File: src/brb_pkg.sv
// ----------------------------------------------------------------------------
// brb_pkg
// Shared types and constants of the broadcast ring buffer.
// ----------------------------------------------------------------------------
package brb_pkg;

   localparam int unsigned COUNT_W     = 3;
   localparam int unsigned READS_W     = 3;
   localparam int unsigned RID_W       = 2;
   localparam int unsigned FIELD_W     = 32;
   localparam int unsigned STATUS_W    = 2;
   localparam int unsigned SLOT_USED_W = 4;

   localparam logic [READS_W-1:0] READS_FULL = 3'd7;
   localparam logic [READS_W-1:0] READS_NONE = 3'd0;

   typedef enum logic [STATUS_W-1:0] {
      ST_DONE   = 2'd0,
      ST_FULL   = 2'd1,
      ST_EMPTY  = 2'd2,
      ST_NOCONN = 2'd3
   } status_type;

   typedef enum logic {
      REQ_PUT = 1'b0,
      REQ_GET = 1'b1
   } req_kind_type;

   typedef struct packed {
      logic data_we;
      logic reads_we;
   } wr_ctl_type;

endpackage

File: src/brb_slot_mem.sv
// ----------------------------------------------------------------------------
// brb_slot_mem
// Slot word memory and slot read-count memory, one shared read address,
// one shared write address, registered read data.
// ----------------------------------------------------------------------------
module brb_slot_mem #(
   parameter int unsigned DEPTH      = 16,
   parameter int unsigned WORD_WIDTH = 32,
   parameter int unsigned AW         = 4
) (
   input  logic                        clock,
   input  logic [AW-1:0]               rd_addr,
   output logic [WORD_WIDTH-1:0]       rd_data,
   output logic [brb_pkg::READS_W-1:0] rd_reads,
   input  logic [AW-1:0]               wr_addr,
   input  brb_pkg::wr_ctl_type         wr_ctl,
   input  logic [WORD_WIDTH-1:0]       wr_data,
   input  logic [brb_pkg::READS_W-1:0] wr_reads
);
   import brb_pkg::*;

   logic [WORD_WIDTH-1:0] data_mem  [DEPTH];
   logic [READS_W-1:0]    reads_mem [DEPTH];

   always_ff @(posedge clock) begin
      if (wr_ctl.data_we) begin
         data_mem[wr_addr] <= wr_data;
      end
      rd_data <= data_mem[rd_addr];
   end

   always_ff @(posedge clock) begin
      if (wr_ctl.reads_we) begin
         reads_mem[wr_addr] <= wr_reads;
      end
      rd_reads <= reads_mem[rd_addr];
   end

endmodule

File: src/broadcast_ring_buffer_unit.sv
// ----------------------------------------------------------------------------
// broadcast_ring_buffer_unit
// Ring buffer that hands every put word to each connected reader.
//
// Request channel (req_*): a put (req_type = put) stores req_write_word; a
// get (req_type = get) returns the next word for reader req_reader_id.
// Response channel (rsp_*): exactly one word per request with a status,
// the returned word and the slot used. A refused request changes nothing.
// csr_we/csr_wdata write the connected reader count; write it only while
// no request is in flight.
// A request first reads the synchronous slot memory, then updates the slot
// and loads the response register. A new request is taken only once the
// previous one has finished; the response register lets the next request
// enter while a response still waits under rsp_stall.
// After reset the read counts of all slots are swept to fully read, one
// slot per cycle: req_stall stays high until the sweep ends.
// A held response stalls completion of the next request until taken.
// ----------------------------------------------------------------------------
module broadcast_ring_buffer_unit #(
   parameter int unsigned DEPTH       = 16,
   parameter int unsigned MAX_READERS = 4,
   parameter int unsigned WORD_WIDTH  = 32
) (
   input  logic                            clock,
   input  logic                            reset,
   input  logic                            req_valid,
   output logic                            req_stall,
   input  logic                            req_type,
   input  logic [brb_pkg::RID_W-1:0]       req_reader_id,
   input  logic [brb_pkg::FIELD_W-1:0]     req_write_word,
   output logic                            rsp_valid,
   input  logic                            rsp_stall,
   output logic [brb_pkg::STATUS_W-1:0]    rsp_status,
   output logic [brb_pkg::FIELD_W-1:0]     rsp_read_word,
   output logic [brb_pkg::SLOT_USED_W-1:0] rsp_slot_used,
   input  logic                            csr_we,
   input  logic [brb_pkg::COUNT_W-1:0]     csr_wdata
);
   import brb_pkg::*;

   localparam int unsigned AW     = $clog2(DEPTH);
   localparam int unsigned RIDX_W = (MAX_READERS > 1) ? $clog2(MAX_READERS) : 1;

   typedef enum logic [2:0] {
      S_CLEAR = 3'b001,
      S_IDLE  = 3'b010,
      S_EXEC  = 3'b100
   } state_type;

   state_type             state_ff, state_in;
   logic [AW-1:0]         clr_ff, clr_in;
   logic [COUNT_W-1:0]    count_ff;
   logic [AW-1:0]         wp_ff;
   logic [AW-1:0]         rp_ff [MAX_READERS];
   req_kind_type          kind_ff;
   logic                  noconn_ff;
   logic [RIDX_W-1:0]     ridx_ff;
   logic [FIELD_W-1:0]    word_ff;
   logic [AW-1:0]         addr_ff;
   logic                  rsp_valid_ff;
   status_type            status_ff;
   logic [FIELD_W-1:0]    rword_ff;
   logic [SLOT_USED_W-1:0] slot_ff;

   logic                  accept;
   logic                  finish;
   logic [COUNT_W-1:0]    n_eff;
   logic [RIDX_W+1:0]     rid_wide;
   logic [RIDX_W-1:0]     ridx;
   logic                  rid_in_range;
   logic [AW-1:0]         lookup_addr;
   logic [AW-1:0]         rd_addr;
   logic [AW-1:0]         next_addr;
   logic [WORD_WIDTH-1:0] rd_data;
   logic [READS_W-1:0]    rd_reads;
   logic                  put_ok;
   logic                  get_ok;
   wr_ctl_type            wr_ctl;
   logic [AW-1:0]         wr_addr;
   logic [READS_W-1:0]    wr_reads;
   logic [AW+SLOT_USED_W-1:0] slot_wide;
   status_type            status_in;

   // effective reader count
   always_comb begin
      if (32'(count_ff) > MAX_READERS) begin
         n_eff = COUNT_W'(MAX_READERS);
      end else begin
         n_eff = count_ff;
      end
   end

   assign rid_wide     = (RIDX_W+2)'(req_reader_id);
   assign ridx         = rid_wide[RIDX_W-1:0];
   assign rid_in_range = 32'(req_reader_id) < MAX_READERS;

   always_comb begin
      if (req_type == REQ_PUT) begin
         lookup_addr = wp_ff;
      end else if (rid_in_range) begin
         lookup_addr = rp_ff[ridx];
      end else begin
         lookup_addr = '0;
      end
   end

   assign req_stall = (state_ff != S_IDLE);
   assign accept    = req_valid && !req_stall;
   assign rd_addr   = accept ? lookup_addr : addr_ff;
   assign next_addr = (addr_ff == AW'(DEPTH-1)) ? '0 : addr_ff + AW'(1);

   assign put_ok = (kind_ff == REQ_PUT) && (rd_reads >= n_eff);
   assign get_ok = (kind_ff == REQ_GET) && !noconn_ff && (rd_reads < n_eff);
   assign finish = (state_ff == S_EXEC) && (!rsp_valid_ff || !rsp_stall);

   always_comb begin
      wr_ctl   = '0;
      wr_addr  = addr_ff;
      wr_reads = READS_NONE;
      if (state_ff == S_CLEAR) begin
         wr_ctl.reads_we = 1'b1;
         wr_addr         = clr_ff;
         wr_reads        = READS_FULL;
      end else if (finish && put_ok) begin
         wr_ctl.data_we  = 1'b1;
         wr_ctl.reads_we = 1'b1;
      end else if (finish && get_ok) begin
         wr_ctl.reads_we = 1'b1;
         wr_reads        = (rd_reads < READS_FULL) ? rd_reads + READS_W'(1) : rd_reads;
      end
   end

   brb_slot_mem #(
      .DEPTH      (DEPTH),
      .WORD_WIDTH (WORD_WIDTH),
      .AW         (AW)
   ) u_slot_mem (
      .clock    (clock),
      .rd_addr  (rd_addr),
      .rd_data  (rd_data),
      .rd_reads (rd_reads),
      .wr_addr  (wr_addr),
      .wr_ctl   (wr_ctl),
      .wr_data  (WORD_WIDTH'(word_ff)),
      .wr_reads (wr_reads)
   );

   always_comb begin
      if (kind_ff == REQ_PUT) begin
         status_in = put_ok ? ST_DONE : ST_FULL;
      end else if (noconn_ff) begin
         status_in = ST_NOCONN;
      end else begin
         status_in = get_ok ? ST_DONE : ST_EMPTY;
      end
   end

   assign slot_wide = (AW+SLOT_USED_W)'(addr_ff);

   always_comb begin
      state_in = state_ff;
      clr_in   = clr_ff;
      case (state_ff)
         S_CLEAR: begin
            clr_in = clr_ff + AW'(1);
            if (clr_ff == AW'(DEPTH-1)) begin
               state_in = S_IDLE;
            end
         end
         S_IDLE: begin
            if (accept) begin
               state_in = S_EXEC;
            end
         end
         S_EXEC: begin
            if (finish) begin
               state_in = S_IDLE;
            end
         end
         default: begin
            state_in = S_CLEAR;
            clr_in   = '0;
         end
      endcase
   end

   always_ff @(posedge clock) begin
      if (reset) begin
         state_ff <= S_CLEAR;
         clr_ff   <= '0;
         count_ff <= COUNT_W'(1);
         wp_ff    <= '0;
         for (int i = 0; i < MAX_READERS; i++) begin
            rp_ff[i] <= '0;
         end
         rsp_valid_ff <= 1'b0;
      end else begin
         state_ff <= state_in;
         clr_ff   <= clr_in;
         if (csr_we) begin
            count_ff <= csr_wdata;
         end
         if (finish && put_ok) begin
            wp_ff <= next_addr;
         end
         if (finish && get_ok) begin
            rp_ff[ridx_ff] <= next_addr;
         end
         if (finish) begin
            rsp_valid_ff <= 1'b1;
         end else if (!rsp_stall) begin
            rsp_valid_ff <= 1'b0;
         end
      end
   end

   // hold the request and the response payload
   always_ff @(posedge clock) begin
      if (accept) begin
         kind_ff   <= req_kind_type'(req_type);
         noconn_ff <= ({1'b0, req_reader_id} >= n_eff) || !rid_in_range;
         ridx_ff   <= ridx;
         word_ff   <= req_write_word;
         addr_ff   <= lookup_addr;
      end
      if (finish) begin
         status_ff <= status_in;
         rword_ff  <= get_ok ? FIELD_W'(rd_data) : '0;
         slot_ff   <= (put_ok || get_ok) ? slot_wide[SLOT_USED_W-1:0] : '0;
      end
   end

   assign rsp_valid     = rsp_valid_ff;
   assign rsp_status    = status_ff;
   assign rsp_read_word = rword_ff;
   assign rsp_slot_used = slot_ff;

`ifndef SYNTHESIS
   a_accept_to_exec: assert property (@(posedge clock) disable iff (reset)
      accept |=> (state_ff == S_EXEC))
      else $error("accepted request did not start execution");

   a_clear_blocks: assert property (@(posedge clock) disable iff (reset)
      (state_ff == S_CLEAR) |-> req_stall)
      else $error("request accepted during clearing pass");

   a_refused_zero: assert property (@(posedge clock) disable iff (reset)
      (rsp_valid && (rsp_status != ST_DONE)) |-> (rsp_read_word == '0 && rsp_slot_used == '0))
      else $error("refused request carries a word or slot");

   a_finish_loads: assert property (@(posedge clock) disable iff (reset)
      finish |=> rsp_valid)
      else $error("finished request produced no response");
`endif

endmodule

File: config.mk
export PLATFORM = sky130hd
export DESIGN_NAME = broadcast_ring_buffer_unit
export DESIGN_NICKNAME = d
export VERILOG_FILES = /design/src/brb_pkg.sv /design/src/brb_slot_mem.sv /design/src/broadcast_ring_buffer_unit.sv
export SDC_FILE = /design/constraint.sdc
export NUM_CORES = 1
export LEC_CHECK = 0
export ABC_AREA = 1
export BUFFER_PORTS_ARGS = -buffer_cell sky130_fd_sc_hd__buf_2
export CAP_MARGIN = 25
export CORE_MARGIN = 8
export CORE_UTILIZATION = 50
export DETAILED_ROUTE_END_ITERATION = 8
export PLACE_DENSITY = 0.69
export SKIP_CTS_REPAIR_TIMING = 1
export SYNTH_ARGS = -nofsm -noshare
export SYNTH_HDL_FRONTEND = slang
export SYNTH_SLANG_ARGS = --single-unit
File: constraint.sdc
create_clock -name clock -period 4.6 [get_ports clock]
set_clock_uncertainty 0.05 [all_clocks]
set_input_delay 0.46 -clock clock [delete_from_list [all_inputs] [get_ports clock]]
set_output_delay 0.46 -clock clock [all_outputs]
set_load 0.03 [all_outputs]
### Word-level counts from Yosys, hierarchy flattened

Memories as Yosys holds them, arrays and structs flattened. A register that Yosys moved wholly into a read port is not among the register bits.
Index checks and enable logic that the tools add are counted.

| storage, ports and cells | value |
|---|---|
| register bits | 93 |
| memory bits (writable) | 576 |
| bits of input ports | 43 |
| output and inout bits | 40 |
| logic and storage cells | 87 |
| memories kept | 3 |

Memories:

| memory | words | bits a word | read ports | clocked after memory_dff | wr ports | line | RTL |
|---|---|---|---|---|---|---|---|
| u_slot_mem.data_mem | 16 | 32 | 1 | 1 | 1 | brb_slot_mem.sv:22 | `logic [WORD_WIDTH-1:0] data_mem [DEPTH];` |
| u_slot_mem.reads_mem | 16 | 3 | 1 | 1 | 1 | brb_slot_mem.sv:23 | `logic [READS_W-1:0] reads_mem [DEPTH];` |
| rp_ff | 4 | 4 | 1 | 0 | 4 | broadcast_ring_buffer_unit.sv:54 | `logic [AW-1:0] rp_ff [MAX_READERS];` |

| cells by class | value |
|---|---|
| add/subtract/negate cells | 3 |
| order comparisons | 5 |
| equality and inequality tests | 10 |
| multiplexer cells | 36 |
| bitwise logic cells | 1 |
| reductions and logical operators | 16 |

Operator list:

| cell | number |
|---|---|
| $mux 3 | 8 |
| $mux 4 | 5 |
| $mux 1 | 17 |
| $pmux 3 s3 | 1 |
| $add 4x1->4 const B | 2 |
| $eq 4x4->1 const B | 2 |
| $mux 2 | 4 |
| $pmux 4 s2 | 1 |
| $logic_and 1x1->1 | 7 |
| $logic_not 1->1 | 4 |
| $ne 2x1->1 const B | 2 |
| $ne 2x2->1 const B | 2 |
| $reduce_or 4->1 | 1 |
| $add 3x1->3 const B | 1 |
| $eq 3x1->1 const B | 1 |
| $eq 3x2->1 const B | 1 |
| $eq 3x3->1 const B | 1 |
| $ge 2x3->1 | 1 |
| $ge 3x3->1 | 1 |
| $gt 3x3->1 const B | 1 |
| $lt 3x3->1 | 1 |
| $lt 3x3->1 const B | 1 |
| $ne 3x2->1 const B | 1 |
| $reduce_and 3->1 | 1 |
| other kinds (3) | 4 |

### Depth between registers and ports, before layout

| logic depth | value |
|---|---|
| word-level depth | 10 |
| gate-level depth with buffers | 16 |
| mapped depth without buffers | 13 |

### Cells and area by module

Synthesis repeated with hierarchy kept, for this count alone.

| second synthesis, totals | value |
|---|---|
| cell total of the unflattened synthesis | 2741 |
| area, all modules | 29191.7 µm² |

By module, submodules not included:

| module | times used | cells an instance | area an instance (µm²) | sequential area each (µm²) |
|---|---|---|---|---|
| brb_slot_mem | 1 | 2349 | 24737.5 | 17516.8 |
| broadcast_ring_buffer_unit | 1 | 392 | 4454.3 | 3083.0 |

### Worst setup path after synthesis

No wires, ideal clock.

| timing | value |
|---|---|
| path kind | register -> register |
| start point | register state_ff[2] |
| end point | memory u_slot_mem.data_mem[4][0], enable pin |
| library setup time | 0.461 ns |
| arrival time | 4.518 ns |
| data required time | 4.089 ns |
| setup slack | -0.429 ns |
| stages on the path, launching flop included | 9 |
| path buffers | 2 |
| period minus slack after synthesis | 5.029 ns |
| path through | dfxtp_1 inv_2 nor3_1 inv_1 nor2_2 nand2_1 buf_2 buf_1 nor3_1 |

| on the way | value |
|---|---|
| word-level cells in the longest chain between the ends | 7 |
| elaborated cells on any way between the ends | 9 |
| those cells by class | eq/ne (2); mux (5); reduce/logical (2) |

Ends and longest elaborated chain:

| element | line | RTL |
|---|---|---|
| from (decl) | broadcast_ring_buffer_unit.sv:50 | `state_type state_ff, state_in;` |
| from (signal assigned) | broadcast_ring_buffer_unit.sv:198 | `state_ff <= state_in;` |
| $eq 3x3->1 | broadcast_ring_buffer_unit.sv:114 | `assign finish = (state_ff == S_EXEC) && (!rsp_valid_ff \|\| !rsp_stall);` |
| $logic_and 1x1->1 | broadcast_ring_buffer_unit.sv:114 |  |
| net finish | broadcast_ring_buffer_unit.sv:66 | `logic finish;` |
| $logic_and 1x1->1 | broadcast_ring_buffer_unit.sv:124 | `end else if (finish && put_ok) begin` |
| $mux 1 | broadcast_ring_buffer_unit.sv:124 |  |
| $mux 1 | broadcast_ring_buffer_unit.sv:120 | `if (state_ff == S_CLEAR) begin` |
| $mux 1 | brb_slot_mem.sv:26 | `if (wr_ctl.data_we) begin` |
| $mux 1 (not written as such) | brb_slot_mem.sv:27 | `data_mem[wr_addr] <= wr_data;` |
| to (decl) | brb_slot_mem.sv:22 |  |

The timed path passes the listed nets, and every way through them passes these cells.

### Worst setup path after layout

| timing | value |
|---|---|
| start point | register count_ff[2] |
| end point | memory u_slot_mem.reads_mem[6][1], enable pin |

| on the way | value |
|---|---|
| word-level cells in the longest chain between the ends | 10 |
| elaborated cells on any way between the ends | 13 |
| those cells by class | order compare (3); mux (6); reduce/logical (4) |

Ends and longest elaborated chain:

| element | line | RTL |
|---|---|---|
| from (decl) | broadcast_ring_buffer_unit.sv:52 | `logic [COUNT_W-1:0] count_ff;` |
| from (signal assigned) | broadcast_ring_buffer_unit.sv:201 | `count_ff <= csr_wdata;` |
| $gt 3x3->1 | broadcast_ring_buffer_unit.sv:86 | `if (32'(count_ff) > MAX_READERS) begin` |
| $mux 3 (*) | broadcast_ring_buffer_unit.sv:86 |  |
| $lt 3x3->1 | broadcast_ring_buffer_unit.sv:113 | `assign get_ok = (kind_ff == REQ_GET) && !noconn_ff && (rd_reads < n_eff);` |
| $logic_and 1x1->1 | broadcast_ring_buffer_unit.sv:113 |  |
| $logic_and 1x1->1 | broadcast_ring_buffer_unit.sv:127 | `end else if (finish && get_ok) begin` |
| $mux 1 | broadcast_ring_buffer_unit.sv:127 |  |
| $mux 1 (*) | broadcast_ring_buffer_unit.sv:124 |  |
| $mux 1 (*) | broadcast_ring_buffer_unit.sv:120 |  |
| $mux 1 (*) | brb_slot_mem.sv:33 | `if (wr_ctl.reads_we) begin` |
| $mux 1 (not written as such) (*) | brb_slot_mem.sv:34 | `reads_mem[wr_addr] <= wr_reads;` |
| to (decl) | brb_slot_mem.sv:23 |  |

Mark *: on every way between the ends. The rest lies on a longest branch, timed or not.

==> metrics.txt <==
status=completed; minimum clock period after layout=3.159 ns; nets in the synthesized netlist=2748; Int Power=10.25 mW; number of setup violations in the final report=0; DIE AREA=67490 um2; Total Power Consumption=12.74 mW; placeable core region=58910 um2; switch share=0.1953; ys flop type=edfxtp_1; Syn. warnings=0; part of the power in combinational logic=0.011; die outline width=259.8 um; library cell used as clock root buffer=clkbuf_16; DR vias=19660; vias in the first global route=19170; part of the Yosys area used for sequential elements=0.6932; area of the mapped netlist=29720 um2; Antenna Violating Nets Remaining=0; normalized max-slew margin=0.3434; average wire per standard cell=19.76 um; final number of max-transition violations=0; classification of the worst-slack hold path=in2reg; maximum fanout along the worst path=20; element type at the critical path start=register; pin count of the biggest net entering global routing=192; # nets final=2825; Remaining DRCs=0; most used cell, CP=nand2_1; total gr overflow=0; number of DRC markers in iteration 0=2145; vias per cell=5.453; wire length after detailed routing=71.23 mm; standard-cell row count=89; number of synthesized flops with an enable pin=650; met3 routing resource usage after global routing=0.03412; layout cell share with drive strength beyond 1=0.09640; Clock Sink Count=704; growth of design area from synthesis to finish=12.83%; global routing's busiest layer=met2; GRT Util Overall=0.2086; sequential cell area=20600 um2; max frequency=316.5 MHz; relative contribution of the clock network to total power=0.446; RD Place Congestion=0.7920; register bit count reported by yosys=704; Starting Density=0.5044; transition time at the pin with the least slew margin=0.9849 ns; net switching power=2.488 mW; first-pass GRT wire length=109.4 mm; post-route core utilization=0.5692; static power due to leakage=13.62 nW; CP max-delay cell=nand3_1; initial antenna violation count=0; CTS tree=yes; buffers plus inverters on the worst setup path=4; Post-Place Cells=3442; Clock Latency Late Sink=0.61 ns; chip height=259.8 um; area of the multi-input gates=6690 um2; Synth Area in Compound Gates=0.009011; Critical Setup Path Class=reg2reg; diodes inserted=0; first-pass iteration count of the detailed router=8; synthesized-area fraction occupied by adder cells=0.003368; post-synthesis instance total=2697; I/O pins=83; CTS clk-pin slew, worst paths=0.05 ns; Worst EP required=4.91 ns; Inserted Clock Buffers=74; largest family of logic cells by synthesized area=simple AND/OR/NAND/NOR gates; sequential fraction of design power=0.543; max cap viols=0; synthesized area per cell=11.02 um2; post-detail-place hpwl=35.79 mm; clock tree buffer depth=3; share of async-settable or async-resettable flops after synthesis=0; Min Hold Slack=0.02057 ns; power density cells=380.0 nW/um2; mux cell area share after synthesis=0; setup repair after global routing missed its margin=no; kind of cell adding the most delay to the critical path=simple AND/OR/NAND/NOR gates; maximum VDD drop=273.2 uV; final instance count without filler cells=3605; endpoints failing hold=0; global-route track usage on met2=0.3507; synth unique cells=34; type of element capturing the critical path=register; sum of negative setup slack=0 ns; met1 layer usage reported by global route=0.2738; # H-tree levels=3; Post-Synth Simple-Gate Area=0.2082; XOR/XNOR share of the synthesized area=0.0005895; Worst path max stage delay=0.54 ns; period utilization=0.6868; # port buffers=82; Worst Path Arrival=3.47 ns; cell-by-cell listing of the critical path=inv_1 -> nand2_1 -> ha_1 -> nand2_1 -> nor2_1 -> a211oi_1 -> nand2_1 -> nand2_1 -> inv_1 -> nand2_1 -> buf_4 -> nand3_1 -> nand3_1 -> inv_1; number of fill cells=4697
==> synthesized netlist by cell type, drive strengths merged (17+ instances only) <==
cell / instances / area share
clkbuf: 45 / 0.0057
nand3: 660 / 0.11
o21ai: 24 / 0.0043
buf: 107 / 0.019
inv: 482 / 0.061
nor3: 21 / 0.0037
dfxtp: 54 / 0.036
nand2: 432 / 0.055
nand3b: 105 / 0.027
a21oi: 17 / 0.0034
nor2: 82 / 0.011
edfxtp: 650 / 0.66
==> layout by cell type, fill, tap and decap left out, types with 2 or more instances in the layout <==
master | Yosys | routed
clkinv_2 | 0 | 10
ha_1 | 8 | 8
o21ai_0 | 21 | 21
dfxtp_1 | 54 | 54
inv_4 | 1 | 2
xor2_1 | 2 | 2
inv_2 | 10 | 10
o21ai_2 | 2 | 2
clkbuf_8 | 0 | 7
buf_2 | 84 | 82
nor3_1 | 20 | 4
inv_6 | 0 | 4
o22ai_1 | 2 | 2
bufinv_16 | 0 | 2
nor2_1 | 76 | 76
a21oi_1 | 15 | 15
nand3b_1 | 105 | 105
nand2_4 | 0 | 4
nand2_2 | 1 | 2
clkbuf_16 | 0 | 77
buf_12 | 0 | 10
nor2_2 | 5 | 4
edfxtp_1 | 650 | 650
nor3_2 | 1 | 17
inv_1 | 471 | 470
nand3_1 | 660 | 660
clkinv_1 | 0 | 16
nor2_4 | 1 | 2
nand2_1 | 431 | 426
buf_4 | 11 | 32
dlygate4sd3_1 | 0 | 28
clkbuf_1 | 45 | 17
==> worst paths after layout <==
kind | slack (ns) | depth (start not counted) | start | endpoint
worst max-delay path | 1.44 | 14 | count_ff[2] | u_slot_mem.reads_mem[6][1]
worst min-delay path | 0.02 | 3 | csr_wdata[0] | count_ff[0]
worst max register to register | 1.44 | 14 | count_ff[2] | u_slot_mem.reads_mem[6][1]
worst min register to register | 0.42 | 2 | wp_ff[1] | wp_ff[1]
==> metal layers <==
| layer | part of all wire | up-vias |
|---|---|---|
| met5 | 0 | - |
| met3 | 0.073 | 175 |
| met4 | 0.029 | 0 |
| li1 | - | 9213 |
| met2 | 0.49 | 775 |
| met1 | 0.41 | 9494 |
==> final cells by class <==
cell class	count	area share
multi-input cells	1359	0.1995
repair buffers	153	0.03455
flip-flops and latches	704	0.6144
clock buffers	101	0.06224
inverters	482	0.05411
well taps	773	0.02885
clock inverters	33	0.006344
==> metrics by stage <==
stage | worst slack (ns) | cell area, um2
after floorplan | -0.4292 | 29720
after global placement | 1.612 | 30880
after detailed placement | 1.542 | 30920
after CTS | 1.537 | 33220
after global routing | 1.127 | 33530
final | 1.441 | 33530
==> power by group through the flow <==
stage                     sequential, mW  combinational, mW  clock [mW]
after global placement              7.05              0.116           0
after detailed placement            7.05              0.121           0
after global routing                6.92              0.157        5.99
final                               6.92              0.141        5.68
after CTS                           6.92              0.122        5.77
after floorplan                     7.05             0.0692           0
==> flip-flops by register name, indices dropped and copies added (netlist names), 16 cells and up <==
signal	count
u_slot_mem.rd_data	32
rsp_read_word	32
word_ff	32
rp_ff	16
u_slot_mem.reads_mem	48
u_slot_mem.data_mem	512
==> worst reg2reg max path, stage by stage, from the launching register on <==
cell and delay (ns):
dfxtp_1 0.32, inv_1 0.10, nand2_1 0.10, ha_1 0.30
nand2_1 0.07, nor2_1 0.04, a211oi_1 0.38, nand2_1 0.11
nand2_1 0.10, inv_1 0.06, nand2_1 0.05, buf_4 0.30
nand3_1 0.54, nand3_1 0.30, inv_1 0.11
==> kinds of logic (layout without fill, tap and decap cells) <==
| logic type | after synthesis | after routing |
|---|---|---|
| xor+xnor | 2 | 2 |
| buf+inv | 634 | 769 |
| fa+ha+maj | 8 | 8 |
| flops | 704 | 704 |
| simple gates | 1303 | 1303 |
| compound gates | 46 | 46 |
Power figures use the tool's default switching activity.
